`src/hdl/elx_pkg.sv`:
```
// ----------------------------------------------------------------------------
// elx_pkg: shared types and helpers for the expression lexer
// Token kinds, scan modes, keyword matcher codes and byte classes.
// ----------------------------------------------------------------------------
package elx_pkg;

  localparam int OFFSET_BITS_DEF = 16;
  localparam int LINE_BITS_DEF   = 16;
  localparam int TOK_SLOTS       = 3;   // most tokens one byte can finish

  typedef enum logic [3:0] {
    K_EOF     = 4'd0,
    K_ERROR   = 4'd1,
    K_IDENT   = 4'd2,
    K_INT     = 4'd3,
    K_DEC     = 4'd4,
    K_TRUE    = 4'd5,
    K_FALSE   = 4'd6,
    K_PLUS    = 4'd7,
    K_MINUS   = 4'd8,
    K_STAR    = 4'd9,
    K_SLASH   = 4'd10,
    K_EQUALS  = 4'd11,
    K_COMMA   = 4'd12,
    K_LPAREN  = 4'd13,
    K_RPAREN  = 4'd14,
    K_NEWLINE = 4'd15
  } kind_t;

  typedef enum logic [7:0] {
    M_IDLE    = 8'b0000_0001,
    M_IDENT   = 8'b0000_0010,
    M_INT     = 8'b0000_0100,
    M_INT_DOT = 8'b0000_1000,
    M_DOT     = 8'b0001_0000,
    M_FRAC    = 8'b0010_0000,
    M_SLASH   = 8'b0100_0000,
    M_COMMENT = 8'b1000_0000
  } mode_t;

  // keyword prefix tracker: how much of "true" / "false" has been seen
  typedef enum logic [9:0] {
    KW_NONE  = 10'b00_0000_0001,
    KW_T     = 10'b00_0000_0010,
    KW_TR    = 10'b00_0000_0100,
    KW_TRU   = 10'b00_0000_1000,
    KW_TRUE  = 10'b00_0001_0000,
    KW_F     = 10'b00_0010_0000,
    KW_FA    = 10'b00_0100_0000,
    KW_FAL   = 10'b00_1000_0000,
    KW_FALS  = 10'b01_0000_0000,
    KW_FALSE = 10'b10_0000_0000
  } kw_t;

  localparam logic [7:0] CH_NUL    = 8'h00;
  localparam logic [7:0] CH_TAB    = 8'h09;
  localparam logic [7:0] CH_LF     = 8'h0A;
  localparam logic [7:0] CH_CR     = 8'h0D;
  localparam logic [7:0] CH_SPACE  = 8'h20;
  localparam logic [7:0] CH_LPAREN = 8'h28;
  localparam logic [7:0] CH_RPAREN = 8'h29;
  localparam logic [7:0] CH_STAR   = 8'h2A;
  localparam logic [7:0] CH_PLUS   = 8'h2B;
  localparam logic [7:0] CH_COMMA  = 8'h2C;
  localparam logic [7:0] CH_MINUS  = 8'h2D;
  localparam logic [7:0] CH_DOT    = 8'h2E;
  localparam logic [7:0] CH_SLASH  = 8'h2F;
  localparam logic [7:0] CH_EQUALS = 8'h3D;
  localparam logic [7:0] CH_UNDER  = 8'h5F;

  function automatic logic is_letter(input logic [7:0] c);
    return (c inside {[8'h61:8'h7A], [8'h41:8'h5A]});
  endfunction

  function automatic logic is_numeral(input logic [7:0] c);
    return (c inside {[8'h30:8'h39]});
  endfunction

  function automatic kw_t kw_first(input logic [7:0] c);
    if (c == "t") return KW_T;
    if (c == "f") return KW_F;
    return KW_NONE;
  endfunction

  function automatic kw_t kw_step(input kw_t k, input logic [7:0] c);
    case (k)
      KW_T:    return (c == "r") ? KW_TR    : KW_NONE;
      KW_TR:   return (c == "u") ? KW_TRU   : KW_NONE;
      KW_TRU:  return (c == "e") ? KW_TRUE  : KW_NONE;
      KW_F:    return (c == "a") ? KW_FA    : KW_NONE;
      KW_FA:   return (c == "l") ? KW_FAL   : KW_NONE;
      KW_FAL:  return (c == "s") ? KW_FALS  : KW_NONE;
      KW_FALS: return (c == "e") ? KW_FALSE : KW_NONE;
      default: return KW_NONE;
    endcase
  endfunction

endpackage

```
`src/hdl/elx_scan.sv`:
```
// ----------------------------------------------------------------------------
// elx_scan: lexer state and per-byte token generation
// Scan mode, offsets and line count; one byte in, up to three tokens out.
// ----------------------------------------------------------------------------
module elx_scan #(
  parameter int OW = elx_pkg::OFFSET_BITS_DEF,
  parameter int LW = elx_pkg::LINE_BITS_DEF
) (
  input  logic                 clk,
  input  logic                 rst,
  input  logic                 step,
  input  logic [7:0]           ch,
  output logic [1:0]           tok_cnt,
  output elx_pkg::kind_t       tok_kind  [elx_pkg::TOK_SLOTS],
  output logic [OW-1:0]        tok_start [elx_pkg::TOK_SLOTS],
  output logic [OW-1:0]        tok_len   [elx_pkg::TOK_SLOTS],
  output logic [LW-1:0]        tok_line
);
  import elx_pkg::*;

  localparam logic [OW-1:0] OFF_MAX  = '1;
  localparam logic [LW-1:0] LINE_MAX = '1;

  mode_t         mode, mode_next;
  kw_t           kw, kw_next;
  logic [OW-1:0] byte_offset, byte_offset_next;
  logic [LW-1:0] current_line, current_line_next;
  logic [OW-1:0] token_start, token_start_next;
  logic [OW-1:0] token_len, token_len_next;

  function automatic logic [OW-1:0] sat_inc(input logic [OW-1:0] v);
    return (v == OFF_MAX) ? v : v + 1'b1;
  endfunction

  always_comb begin
    logic        rescan;
    logic        eof;
    logic [1:0]  n;
    logic [OW:0] err_sum;
    mode_next         = mode;
    kw_next           = kw;
    byte_offset_next  = byte_offset;
    current_line_next = current_line;
    token_start_next  = token_start;
    token_len_next    = token_len;
    rescan            = 1'b1;
    eof               = 1'b0;
    n                 = 2'd0;
    err_sum           = {1'b0, token_start} + {1'b0, token_len} - 1'b1;
    for (int i = 0; i < TOK_SLOTS; i++) begin
      tok_kind[i]  = K_EOF;
      tok_start[i] = '0;
      tok_len[i]   = '0;
    end

    // finish or extend the pending token
    case (mode)
      M_IDENT: begin
        if (is_letter(ch) || is_numeral(ch) || ch == CH_UNDER) begin
          token_len_next = sat_inc(token_len);
          kw_next        = kw_step(kw, ch);
          rescan         = 1'b0;
        end else begin
          tok_kind[n]  = (kw == KW_TRUE) ? K_TRUE : (kw == KW_FALSE) ? K_FALSE : K_IDENT;
          tok_start[n] = token_start;
          tok_len[n]   = token_len;
          n            = n + 2'd1;
        end
      end
      M_INT: begin
        if (is_numeral(ch)) begin
          token_len_next = sat_inc(token_len);
          rescan         = 1'b0;
        end else if (ch == CH_DOT) begin
          token_len_next = sat_inc(token_len);
          mode_next      = M_INT_DOT;
          rescan         = 1'b0;
        end else begin
          tok_kind[n]  = K_INT;
          tok_start[n] = token_start;
          tok_len[n]   = token_len;
          n            = n + 2'd1;
        end
      end
      M_INT_DOT: begin
        if (is_numeral(ch)) begin
          token_len_next = sat_inc(token_len);
          mode_next      = M_FRAC;
          rescan         = 1'b0;
        end else begin
          // trailing dot splits off as an error token
          tok_kind[n]  = K_INT;
          tok_start[n] = token_start;
          tok_len[n]   = token_len - 1'b1;
          n            = n + 2'd1;
          tok_kind[n]  = K_ERROR;
          tok_start[n] = (err_sum > {1'b0, OFF_MAX}) ? OFF_MAX : err_sum[OW-1:0];
          tok_len[n]   = OW'(1);
          n            = n + 2'd1;
        end
      end
      M_DOT: begin
        if (is_numeral(ch)) begin
          token_len_next = sat_inc(token_len);
          mode_next      = M_FRAC;
          rescan         = 1'b0;
        end else begin
          tok_kind[n]  = K_ERROR;
          tok_start[n] = token_start;
          tok_len[n]   = OW'(1);
          n            = n + 2'd1;
        end
      end
      M_FRAC: begin
        if (is_numeral(ch)) begin
          token_len_next = sat_inc(token_len);
          rescan         = 1'b0;
        end else begin
          tok_kind[n]  = K_DEC;
          tok_start[n] = token_start;
          tok_len[n]   = token_len;
          n            = n + 2'd1;
        end
      end
      M_SLASH: begin
        if (ch == CH_SLASH) begin
          mode_next = M_COMMENT;
          rescan    = 1'b0;
        end else begin
          tok_kind[n]  = K_SLASH;
          tok_start[n] = token_start;
          tok_len[n]   = OW'(1);
          n            = n + 2'd1;
        end
      end
      M_COMMENT: begin
        if (ch != CH_LF && ch != CH_NUL) rescan = 1'b0;
      end
      default: ;
    endcase

    // scan the byte from the between-tokens state
    if (rescan) begin
      mode_next = M_IDLE;
      kw_next   = KW_NONE;
      case (ch)
        CH_NUL: begin
          tok_kind[n]  = K_EOF;
          tok_start[n] = byte_offset;
          tok_len[n]   = '0;
          n            = n + 2'd1;
          eof          = 1'b1;
        end
        CH_SPACE, CH_TAB, CH_CR: ;
        CH_LF: begin
          tok_kind[n]  = K_NEWLINE;
          tok_start[n] = byte_offset;
          tok_len[n]   = OW'(1);
          n            = n + 2'd1;
          if (current_line != LINE_MAX) current_line_next = current_line + 1'b1;
        end
        CH_SLASH, CH_DOT: begin
          mode_next        = (ch == CH_SLASH) ? M_SLASH : M_DOT;
          token_start_next = byte_offset;
          token_len_next   = OW'(1);
        end
        CH_LPAREN, CH_RPAREN, CH_PLUS, CH_MINUS, CH_STAR, CH_EQUALS, CH_COMMA: begin
          case (ch)
            CH_LPAREN: tok_kind[n] = K_LPAREN;
            CH_RPAREN: tok_kind[n] = K_RPAREN;
            CH_PLUS:   tok_kind[n] = K_PLUS;
            CH_MINUS:  tok_kind[n] = K_MINUS;
            CH_STAR:   tok_kind[n] = K_STAR;
            CH_EQUALS: tok_kind[n] = K_EQUALS;
            default:   tok_kind[n] = K_COMMA;
          endcase
          tok_start[n] = byte_offset;
          tok_len[n]   = OW'(1);
          n            = n + 2'd1;
        end
        default: begin
          if (is_letter(ch)) begin
            mode_next        = M_IDENT;
            kw_next          = kw_first(ch);
            token_start_next = byte_offset;
            token_len_next   = OW'(1);
          end else if (is_numeral(ch)) begin
            mode_next        = M_INT;
            token_start_next = byte_offset;
            token_len_next   = OW'(1);
          end else begin
            tok_kind[n]  = K_ERROR;
            tok_start[n] = byte_offset;
            tok_len[n]   = OW'(1);
            n            = n + 2'd1;
          end
        end
      endcase
    end

    if (eof) begin
      mode_next         = M_IDLE;
      kw_next           = KW_NONE;
      byte_offset_next  = '0;
      current_line_next = LW'(1);
      token_start_next  = '0;
      token_len_next    = '0;
    end else begin
      byte_offset_next = sat_inc(byte_offset);
    end

    tok_cnt = n;
  end

  // every token of a byte starts on the line current at that byte
  assign tok_line = current_line;

  always_ff @(posedge clk) begin
    if (rst) begin
      mode         <= M_IDLE;
      kw           <= KW_NONE;
      byte_offset  <= '0;
      current_line <= LW'(1);
      token_start  <= '0;
      token_len    <= '0;
    end else if (step) begin
      mode         <= mode_next;
      kw           <= kw_next;
      byte_offset  <= byte_offset_next;
      current_line <= current_line_next;
      token_start  <= token_start_next;
      token_len    <= token_len_next;
    end
  end

  a_eof_restart: assert property (@(posedge clk) disable iff (rst)
    (step && ch == CH_NUL) |=> (byte_offset == '0 && current_line == LW'(1) && mode == M_IDLE))
    else $error("lexer state not restarted after end of text");

  a_comment_quiet: assert property (@(posedge clk) disable iff (rst)
    (step && mode == M_COMMENT && ch != CH_LF && ch != CH_NUL) |-> tok_cnt == 2'd0)
    else $error("token produced inside a comment");

endmodule

```
`src/hdl/elx_queue.sv`:
```
// ----------------------------------------------------------------------------
// elx_queue: token output buffer
// Holds the tokens of one byte and presents them one transfer at a time.
// ----------------------------------------------------------------------------
module elx_queue #(
  parameter int OW = elx_pkg::OFFSET_BITS_DEF,
  parameter int LW = elx_pkg::LINE_BITS_DEF
) (
  input  logic                 clk,
  input  logic                 rst,
  input  logic                 load,
  input  logic [1:0]           tok_cnt,
  input  elx_pkg::kind_t       tok_kind  [elx_pkg::TOK_SLOTS],
  input  logic [OW-1:0]        tok_start [elx_pkg::TOK_SLOTS],
  input  logic [OW-1:0]        tok_len   [elx_pkg::TOK_SLOTS],
  input  logic [LW-1:0]        tok_line,
  output logic                 free,
  output logic                 out_valid,
  input  logic                 out_stall,
  output logic [3:0]           kind,
  output logic [OW-1:0]        start_offset,
  output logic [OW-1:0]        token_length,
  output logic [LW-1:0]        line_number,
  output logic                 last_of_run
);
  import elx_pkg::*;

  kind_t         slot_kind  [TOK_SLOTS];
  logic [OW-1:0] slot_start [TOK_SLOTS];
  logic [OW-1:0] slot_len   [TOK_SLOTS];
  logic [LW-1:0] slot_line;
  logic [1:0]    rem;
  logic          pop;

  assign out_valid    = (rem != 2'd0);
  assign pop          = out_valid && !out_stall;
  // room for a new batch once the last pending token leaves
  assign free         = (rem == 2'd0) || (rem == 2'd1 && pop);
  assign kind         = slot_kind[0];
  assign start_offset = slot_start[0];
  assign token_length = slot_len[0];
  assign line_number  = slot_line;
  assign last_of_run  = (rem == 2'd1);

  always_ff @(posedge clk) begin
    if (rst) begin
      rem <= 2'd0;
    end else if (load) begin
      rem <= tok_cnt;
    end else if (pop) begin
      rem <= rem - 2'd1;
    end
  end

  always_ff @(posedge clk) begin
    if (load) begin
      slot_line <= tok_line;
      for (int i = 0; i < TOK_SLOTS; i++) begin
        slot_kind[i]  <= tok_kind[i];
        slot_start[i] <= tok_start[i];
        slot_len[i]   <= tok_len[i];
      end
    end else if (pop) begin
      for (int i = 0; i < TOK_SLOTS - 1; i++) begin
        slot_kind[i]  <= slot_kind[i+1];
        slot_start[i] <= slot_start[i+1];
        slot_len[i]   <= slot_len[i+1];
      end
    end
  end

  a_hold_count: assert property (@(posedge clk) disable iff (rst)
    (out_valid && out_stall) |=> rem == $past(rem))
    else $error("pending token count changed while output stalled");

  a_load_count: assert property (@(posedge clk) disable iff (rst)
    load |=> rem == $past(tok_cnt))
    else $error("batch count not captured on load");

endmodule

```
`src/hdl/expression_language_lexer_unit.sv`:
```
// A byte in the input holding register is scanned; its tokens are registered in
// the output buffer and offered from there. Throughput: one byte per cycle while
// out_stall is low and each byte yields at most one token; a byte that finishes
// n tokens holds the single output register for n transfers.
// Reset (rst, synchronous): empty buffers, idle scan mode, offset 0, line 1.
// ----------------------------------------------------------------------------
// expression_language_lexer_unit: streaming lexer top level
// Input holding register, scanner and token output buffer.
// ----------------------------------------------------------------------------
module expression_language_lexer_unit #(
  parameter int OFFSET_BITS = elx_pkg::OFFSET_BITS_DEF,
  parameter int LINE_BITS   = elx_pkg::LINE_BITS_DEF
) (
  input  logic                   clk,
  input  logic                   rst,
  input  logic                   in_valid,
  output logic                   in_stall,
  input  logic [7:0]             ch,
  output logic                   out_valid,
  input  logic                   out_stall,
  output logic [3:0]             kind,
  output logic [OFFSET_BITS-1:0] start_offset,
  output logic [OFFSET_BITS-1:0] token_length,
  output logic [LINE_BITS-1:0]   line_number,
  output logic                   last_of_run
);
  import elx_pkg::*;

  logic                   hold_valid;
  logic [7:0]             hold_ch;
  logic                   free;
  logic                   step;
  logic [1:0]             tok_cnt;
  kind_t                  tok_kind  [TOK_SLOTS];
  logic [OFFSET_BITS-1:0] tok_start [TOK_SLOTS];
  logic [OFFSET_BITS-1:0] tok_len   [TOK_SLOTS];
  logic [LINE_BITS-1:0]   tok_line;

  assign step     = hold_valid && free;
  assign in_stall = hold_valid && !free;

  always_ff @(posedge clk) begin
    if (rst) begin
      hold_valid <= 1'b0;
    end else if (in_valid && !in_stall) begin
      hold_valid <= 1'b1;
    end else if (step) begin
      hold_valid <= 1'b0;
    end
  end

  always_ff @(posedge clk) begin
    if (in_valid && !in_stall) hold_ch <= ch;
  end

  elx_scan #(
    .OW(OFFSET_BITS),
    .LW(LINE_BITS)
  ) u_scan (
    .clk       (clk),
    .rst       (rst),
    .step      (step),
    .ch        (hold_ch),
    .tok_cnt   (tok_cnt),
    .tok_kind  (tok_kind),
    .tok_start (tok_start),
    .tok_len   (tok_len),
    .tok_line  (tok_line)
  );

  elx_queue #(
    .OW(OFFSET_BITS),
    .LW(LINE_BITS)
  ) u_queue (
    .clk          (clk),
    .rst          (rst),
    .load         (step),
    .tok_cnt      (tok_cnt),
    .tok_kind     (tok_kind),
    .tok_start    (tok_start),
    .tok_len      (tok_len),
    .tok_line     (tok_line),
    .free         (free),
    .out_valid    (out_valid),
    .out_stall    (out_stall),
    .kind         (kind),
    .start_offset (start_offset),
    .token_length (token_length),
    .line_number  (line_number),
    .last_of_run  (last_of_run)
  );

endmodule

```
`config.mk`:
```
export PLATFORM = sky130hd
export DESIGN_NAME = expression_language_lexer_unit
export DESIGN_NICKNAME = d
export VERILOG_FILES = /design/src/hdl/elx_pkg.sv /design/src/hdl/elx_scan.sv /design/src/hdl/elx_queue.sv /design/src/hdl/expression_language_lexer_unit.sv
export SDC_FILE = /design/constraint.sdc
export NUM_CORES = 1
export LEC_CHECK = 0
export ABC_AREA = 1
export BUFFER_PORTS_ARGS = -buffer_cell sky130_fd_sc_hd__buf_2
export CAP_MARGIN = 20
export CORE_AREA = 2 2 179 111
export DETAILED_ROUTE_END_ITERATION = 8
export DIE_AREA = 0 0 181 113
export PLACE_DENSITY = 0.85
export SLEW_MARGIN = 20
export SYNTH_ARGS = -nofsm -noshare
export SYNTH_HDL_FRONTEND = slang
export SYNTH_SLANG_ARGS = --single-unit
```
`constraint.sdc`:
```
create_clock -name clk -period 6.62 [get_ports clk]
set_input_delay 0.331 -clock clk [delete_from_list [all_inputs] [get_ports clk]]
set_output_delay 0.331 -clock clk [all_outputs]
set_load 0.01 [all_outputs]
```
==> metrics.cfg, run 1 <==
[placement]
finalWeightedCongestion = 1.02
portBuffers = 66
dp_hpwl_um = 23700
placed_cells = 1951
place_ws_ns = 3.08

[routing]
drt_iter0_drc = 1701
routed-via-count = 11800
drc = 0
first_pass_iters = 8
avgViaCountPerCell = 5.97
wl_per_cell_um = 17.0
drt.antenna.violating_nets = 0
routed_wl_um = 33700

[yosys]
synth_warnings = 0
avgSynthCellArea_um2 = 7.10
ys_seq_area_share_pct = 38.5
synth-simple-area-share_pct = 29.4
synth_xor_area_share_pct = 2.90
synth_compound_area_share_pct = 12.2
synth_area_leader_cell = edfxtp_1
synth_ff_type = edfxtp_1
synthCells = 1741
synth.area.top_cells = edfxtp_1 25%, dfxtp_1 14%, nand2_1 12%, inv_1 7.2%, a21oi_1 5.9%
synth-seq-cells = 187
synthAdderAreaFrac_pct = 4.21
synth_top_area_share_pct = 24.8
synth_edf_count = 102
syn_area_mm2 = 0.0124
muxShareOfSynthArea_pct = 0
syn_nets = 1794
synth_common_cells = 383 x nand2_1, 237 x inv_1, 185 x nor2_1, 145 x a21oi_1, 136 x nand3_1
synth.distinct_cells = 45
synth_top_family_by_area = simple AND/OR/NAND/NOR gates
yosysMostFrequentCell = nand2_1
async_flop_share_pct = 0

[cts]
post-cts-setup-buffer-count = 0
ctsResizeCount = 0
cts_max_path_buffers = 2
clk_root_buffer_cell = clkbuf_16
cts_tree = yes
worst_skew_pair.late_latency_ns = 0.46
clkTransAtPathRegs_ns = 0.07
cts_sinks = 187
cts_hold_buf = 0
h-tree-depth = 4
numCtsBuffers = 17

[power_and_ir_drop]
power_leakage_nw = 5.59
power.density_mw_per_mm2 = 323
ir_drop_mv = 0.222

[critical_path]
r2r_start = hold_ch[7]$_DFFE_PP_
cp-end-kind = flop
crit_arrival_ns = 3.94
critical_path.max_fanout = 32
startpoint = hold_ch[7]$_DFFE_PP_
path_class = flop to flop
cp.required_ns = 6.83
worst_setup_path_start_kind = flop

[cells_and_area]
nFillCells = 1605
fin_cells = 1983
area_growth_pct = 5.26
drive_above_1_share_pct = 8.69
nets = 1777
insertedDiodeCount = 0

[floorplanning]
row_count = 39
die_x_um = 181
pin_count = 67
core-area_mm2 = 0.0187
initial_utilization_pct = 66.0
die_h_um = 113
die_area_mm2 = 0.0205

[timing]
post-route-period-util_pct = 56.4
slew_violations = 0
post-route-min-period_ns = 3.73
max-slew-margin-rel_pct = 25.8
setup_viol = 0
fmax_ghz = 0.268
rsz0062_at_grt = false
hold_viol = 0
worstMarginPinSlew_ns = 1.11
finalSetupTns_ns = 0
clock_skew_ns = 0.0124
fin_ws_ns = 2.89

[global_routing]
grt_overflow_total = 0
grt_max_degree = 77
first_global_vias = 10600
grt_antenna_before_repair = 0
grt_first_pass_wirelength_um = 54400
grt_usage_pct = 33.5

[run]
maxCapViolations = 0

[min_path]
hp-start = ch[7]
hp-class = input port to flop

[outcome]
status = finished, final reports clean

[critical path, stage by stage (launching register included)]
cell      delay [ns]
edfxtp_1        0.38
inv_1           0.07
nand2_1         0.14
nor2_2          0.18
nand2_2         0.20
nand2_1         0.59
inv_1           0.70
nor2_2          0.88
nor2_1          0.10
nand3_1         0.13
a21oi_1         0.09
[logic make-up after synthesis]
logic type	after synthesis
AND/OR/NAND/NOR	827
XOR/XNOR	41
AO/OA/AOI/OAI	283
adder cells (fa/ha/maj)	41
buffers and inverters	362
flip-flops	187
[path summary, 6_finish.rpt]
check / endpoint / slack, ns / cells past startpoint
worst min-delay path: hold_ch[7]$_DFFE_PP_ / 0.06 / 1
worst min register to register: u_scan.token_start[5]$_SDFFE_PP0P_ / 0.47 / 2
worst max register to register: u_queue.slot_start[0][7]$_DFFE_PP_ / 2.89 / 10
worst max-delay path: u_queue.slot_start[0][7]$_DFFE_PP_ / 2.89 / 10
[routing by layer]
layer  wire length (µm)  vias up  GRT usage [%]
met2              13800      739           47.3
met4                505        0           9.43
met1              15100     5402           50.2
li1                   -     5646              -
met5                  0        -              0
met3               4370       55           8.98
[where the power goes]
| part | leakage, nW | switching [mW] | internal [mW] |
|---|---|---|---|
| combinational | 3.63 | 1.11 | 0.406 |
| sequential | 1.67 | 0.110 | 1.55 |
| clock | 0.283 | 0.474 | 0.558 |
| total | 5.59 | 1.69 | 2.51 |
[layout make-up]
class                      count  area [µm²]  area share [%]
clock inverter                10         106           0.817
tap                          246         308            2.36
timing repair buffer          71         368            2.83
multi-input combinational   1192        6040            46.4
sequential                   187        4760            36.6
inverter                     255         957            7.35
clock buffer                  22         475            3.65
[per-stage QoR]
stage / utilization [%] / total power, mW / hold WS (ns) / instance area, µm²
floorplan: - / 2.83 / 0.430 / 12400
global placement: 66.4 / 3.12 / 0.456 / 12400
detailed placement: 66.4 / 3.15 / 0.455 / 12400
CTS: 69.5 / 4.17 / 0.0503 / 13000
global route: 69.5 / 4.42 / 0.0454 / 13000
finish: 69.5 / 4.20 / 0.0552 / 13000
[state kept, by name, indices dropped and copies added, names as in the netlist]
| register | flops |
|---|---|
| hold_ch | 8 |
| u_scan.mode | 8 |
| u_queue.slot_len | 18 |
| hold_valid | 1 |
| u_queue.slot_start | 48 |
| u_scan.tok_line | 16 |
| u_queue.line_number | 16 |
| u_queue.rem | 2 |
| u_scan.byte_offset | 16 |
| u_scan.token_len | 16 |
| u_scan.token_start | 16 |
| u_queue.slot_kind | 12 |
| u_scan.kw | 10 |
[cell usage in the layout, fill, tap and decap left out, types with 5 or more instances in the layout]
master     Yosys  routed
clkbuf_16      0      18
buf_2         25      66
xnor2_1       15      15
nor2_2         8       8
nand4_1       52      52
nor3_1        24      24
inv_1        237     236
a31oi_1        6       6
nor2_1       185     184
o211ai_1      10      10
nand2_2        9      10
o22ai_1        6       6
o21ai_1       13      13
a22oi_1        6       6
buf_4         41       5
edfxtp_1     102     102
a21oi_1      145     145
dfxtp_1       85      85
nand2_1      383     382
inv_2         14      15
nand3b_1       8       8
nor4_1         6       6
nand3_1      136     136
xor2_1        26      26
o21ai_0       84      84
ha_1          40      40
Power figures use the tool's default switching activity.
==> inputs of run 2 (changes only) <==
--- a/config.mk
+++ b/config.mk
@@ -5,13 +5,13 @@
 export SDC_FILE = /design/constraint.sdc
 export NUM_CORES = 1
 export LEC_CHECK = 0
-export ABC_AREA = 1
+export ABC_AREA = 0
 export BUFFER_PORTS_ARGS = -buffer_cell sky130_fd_sc_hd__buf_2
 export CAP_MARGIN = 20
-export CORE_AREA = 2 2 179 111
+export CORE_AREA = 2 2 180 111
 export DETAILED_ROUTE_END_ITERATION = 8
-export DIE_AREA = 0 0 181 113
-export PLACE_DENSITY = 0.85
+export DIE_AREA = 0 0 182 113
+export PLACE_DENSITY = 0.8
 export SLEW_MARGIN = 20
 export SYNTH_ARGS = -nofsm -noshare
 export SYNTH_HDL_FRONTEND = slang
==> constraint.sdc (replaced) <==
create_clock -name clk -period 3.58 [get_ports clk]
set_input_delay 0.179 -clock clk [delete_from_list [all_inputs] [get_ports clk]]
set_output_delay 0.179 -clock clk [all_outputs]
set_load 0.01 [all_outputs]
==> run 2 against run 1 <==
Clock power increased by 77%. Utilization decreased by 2.0 points. Worst setup slack got worse by 2.7 ns. Non-clock buffer count increased by 64. Fmax increased by 11%. Sequential share of layout area increased by 0.90 points. Critical path depth decreased by 1. Critical endpoint is now u_queue.slot_start[0][4]$_DFFE_PP_. Largest cell class unchanged. Largest power group unchanged. Highest routed layer unchanged.
==> metrics.cfg, run 2 <==
[timing]
finalSetupTns_ns = 0
post-route-period-util_pct = 94.2
post-route-min-period_ns = 3.37
worstMarginPinSlew_ns = 0.866
hold_viol = 0
clock_skew_ns = 0.0159
fmax_ghz = 0.296
rsz0062_at_grt = false
slew_violations = 0
setup_viol = 0
max-slew-margin-rel_pct = 42.3

[min_path]
hp-class = input port to flop
hp-start = rst
hold_end = u_scan.token_start[2]$_SDFFE_PP0P_
holdPathStages = 2

[floorplanning]
pin_count = 67
die_x_um = 182
core-area_mm2 = 0.0188
initial_utilization_pct = 61.4
die_h_um = 113
row_count = 39
die_area_mm2 = 0.0206

[yosys]
syn_nets = 1372
synth_top_area_share_pct = 26.5
ys_seq_area_share_pct = 41.2
syn_area_mm2 = 0.0116
synthCells = 1319
synth_area_leader_cell = edfxtp_1
synth_warnings = 0
synth-seq-cells = 187
synth_edf_count = 102
synth.distinct_cells = 87
avgSynthCellArea_um2 = 8.77
synth_ff_type = edfxtp_1
async_flop_share_pct = 0
yosysMostFrequentCell = nor2_1
synth_common_cells = 113 x nor2_1, 102 x edfxtp_1, 94 x inv_1, 92 x nand2_1
synth.area.top_cells = edfxtp_1 26%, dfxtp_1 15%, ha_1 4.3%, a21oi_1 3.7%, nor2_1 3.7%

[placement]
portBuffers = 66
dp_hpwl_um = 23800
dpl_cell_area_mm2 = 0.0120
finalWeightedCongestion = 1.02

[critical_path]
reg2reg_slack_ns = 0.21
r2r_start = hold_ch[6]$_DFFE_PP_
crit_arrival_ns = 3.55
r2r_cells = 9
cp.required_ns = 3.76
path_class = flop to flop
worst_setup_path_start_kind = flop
r2r_end = u_queue.slot_start[0][4]$_DFFE_PP_
critical_path.max_fanout = 16
cp-end-kind = flop

[routing]
drt.antenna.violating_nets = 0
routed-via-count = 10700
wl_per_cell_um = 20.9
drc = 0
drt_iter0_drc = 1908
avgViaCountPerCell = 6.68
first_pass_iters = 6
routed_wl_um = 33600

[cells_and_area]
final_cell_mix = 113 x nor2_1, 102 x edfxtp_1, 92 x inv_1, 92 x nand2_1, 85 x dfxtp_1
drive_above_1_share_pct = 14.1
final_common_cell = nor2_1
reg_top3 = u_queue.slot_start: 48 flops, u_queue.slot_len: 18 flops
largest-register = u_queue.slot_start
final_cell_area_mm2 = 0.0127
area_growth_pct = 9.84
largest_reg_flops = 48
insertedDiodeCount = 0
nets = 1400

[global_routing]
grt_overflow_total = 0
grt_max_degree = 69
grt_usage_pct = 33.2
first_global_vias = 9747
grt_first_pass_wirelength_um = 53300
grt_antenna_before_repair = 0

[power_and_ir_drop]
ir_drop_mv = 0.418
power_leakage_nw = 4.63
p_seq_share_pct = 48.6
switchingPower_mw = 1.57
power.share.clock_pct = 34.8
p_sw_share_pct = 30.0
intPower_mw = 3.66
power.density_mw_per_mm2 = 411
pwr-share-comb_pct = 16.6

[run]
maxCapViolations = 0

[cts]
clk_root_buffer_cell = clkbuf_16
cts_sinks = 187
clkTransAtPathRegs_ns = 0.07
cts_tree = yes
numCtsBuffers = 17
worst_skew_pair.late_latency_ns = 0.45
h-tree-depth = 4
cts_max_path_buffers = 2

[outcome]
status = finished, final reports clean

run 2: cell families after synthesis:
kind of cell,Yosys count,share of synthesized area (%)
flip-flops,187,41.2
XOR/XNOR,33,2.50
AND/OR/NAND/NOR,504,23.1
adder cells (fa/ha/maj),41,4.50
AO/OA/AOI/OAI,330,19.7
buffers and inverters,220,8.67
multiplexers,4,0.357
run 2: worst max-delay path by stage:
| stage | start | end | slack [ns] | depth (start not counted) |
|---|---|---|---|---|
| 6_report | hold_ch[6]$_DFFE_PP_ | u_queue.slot_start[0][4]$_DFFE_PP_ | 0.21 | 9 |
| 3_5_place_dp | u_scan.token_len[2]$_SDFFE_PP0P_ | u_queue.slot_start[0][26]$_DFFE_PP_ | 0.15 | 11 |
| 2_1_floorplan | u_scan.token_len[4]$_SDFFE_PP0P_ | u_queue.slot_start[0][21]$_DFFE_PP_ | 0.17 | 13 |
| 3_3_place_gp | u_scan.token_len[2]$_SDFFE_PP0P_ | u_queue.slot_start[0][26]$_DFFE_PP_ | 0.35 | 11 |
| 4_1_cts | u_scan.token_len[2]$_SDFFE_PP0P_ | u_queue.slot_start[0][26]$_DFFE_PP_ | 0.07 | 11 |
| 5_1_grt | hold_ch[6]$_DFFE_PP_ | u_queue.slot_start[0][27]$_DFFE_PP_ | 0.003 | 12 |
run 2: critical path, cell delays in order (launching register included):
cell and delay [ns]:
edfxtp_1 0.51, or4b_4 0.65, nor3_4 0.27, nor3_1 0.07
a211o_1 0.30, nor2_1 0.15, ha_1 0.30, a211o_1 0.44
buf_4 0.30, o31ai_1 0.12
run 2: final cells by class:
cell class | instances | area [µm²]
Clock inverter | 12 | 110
Fill cell | 1540 | 6130
Multi-Input combinational cell | 912 | 5840
Timing Repair Buffer | 135 | 887
Sequential cell | 187 | 4760
Clock buffer | 20 | 447
Inverter | 94 | 353
Tap cell | 246 | 308
run 2: metrics by stage:
| stage | utilization (%) | hold slack (ns) | worst slack, ns | std cells | power, mW |
|---|---|---|---|---|---|
| 3_3_place_gp | 63.8 | 0.355 | 0.355 | 1562 | 3.39 |
| 5_1_grt | 67.5 | 0.185 | 0.00290 | 1606 | 5.40 |
| 6_report | 67.5 | 0.182 | 0.207 | 1606 | 5.22 |
| 2_1_floorplan | - | 0.278 | 0.166 | 1319 | 3.16 |
| 4_1_cts | 67.2 | 0.158 | 0.0724 | 1603 | 5.21 |
| 3_5_place_dp | 63.8 | 0.357 | 0.149 | 1562 | 3.40 |
run 2: layer usage:
metal,track usage (%),vias up,routed length (µm)
li1,-,4940,-
met1,49.5,5068,14900
met2,44.1,677,13100
met3,12.9,49,5050
met4,10.0,0,631
met5,0,-,0
run 2: repair_timing:
| item | in CTS | in global routing |
|---|---|---|
| buffers inserted | 0 | 2 |
| resized for setup | 0 | 6 |
| setup endpoints to repair | 0 | 17 |
| hold endpoints to repair | 9 | 0 |
| hold buffers | 9 | 0 |
run 2: power by group through the flow:
| stage | registers, mW | clock network, mW | logic (mW) |
|---|---|---|---|
| floorplan | 2.57 | 0 | 0.592 |
| global placement | 2.58 | 0 | 0.810 |
| detailed placement | 2.58 | 0 | 0.822 |
| CTS | 2.54 | 1.84 | 0.835 |
| global route | 2.55 | 1.92 | 0.926 |
| finish | 2.54 | 1.82 | 0.865 |
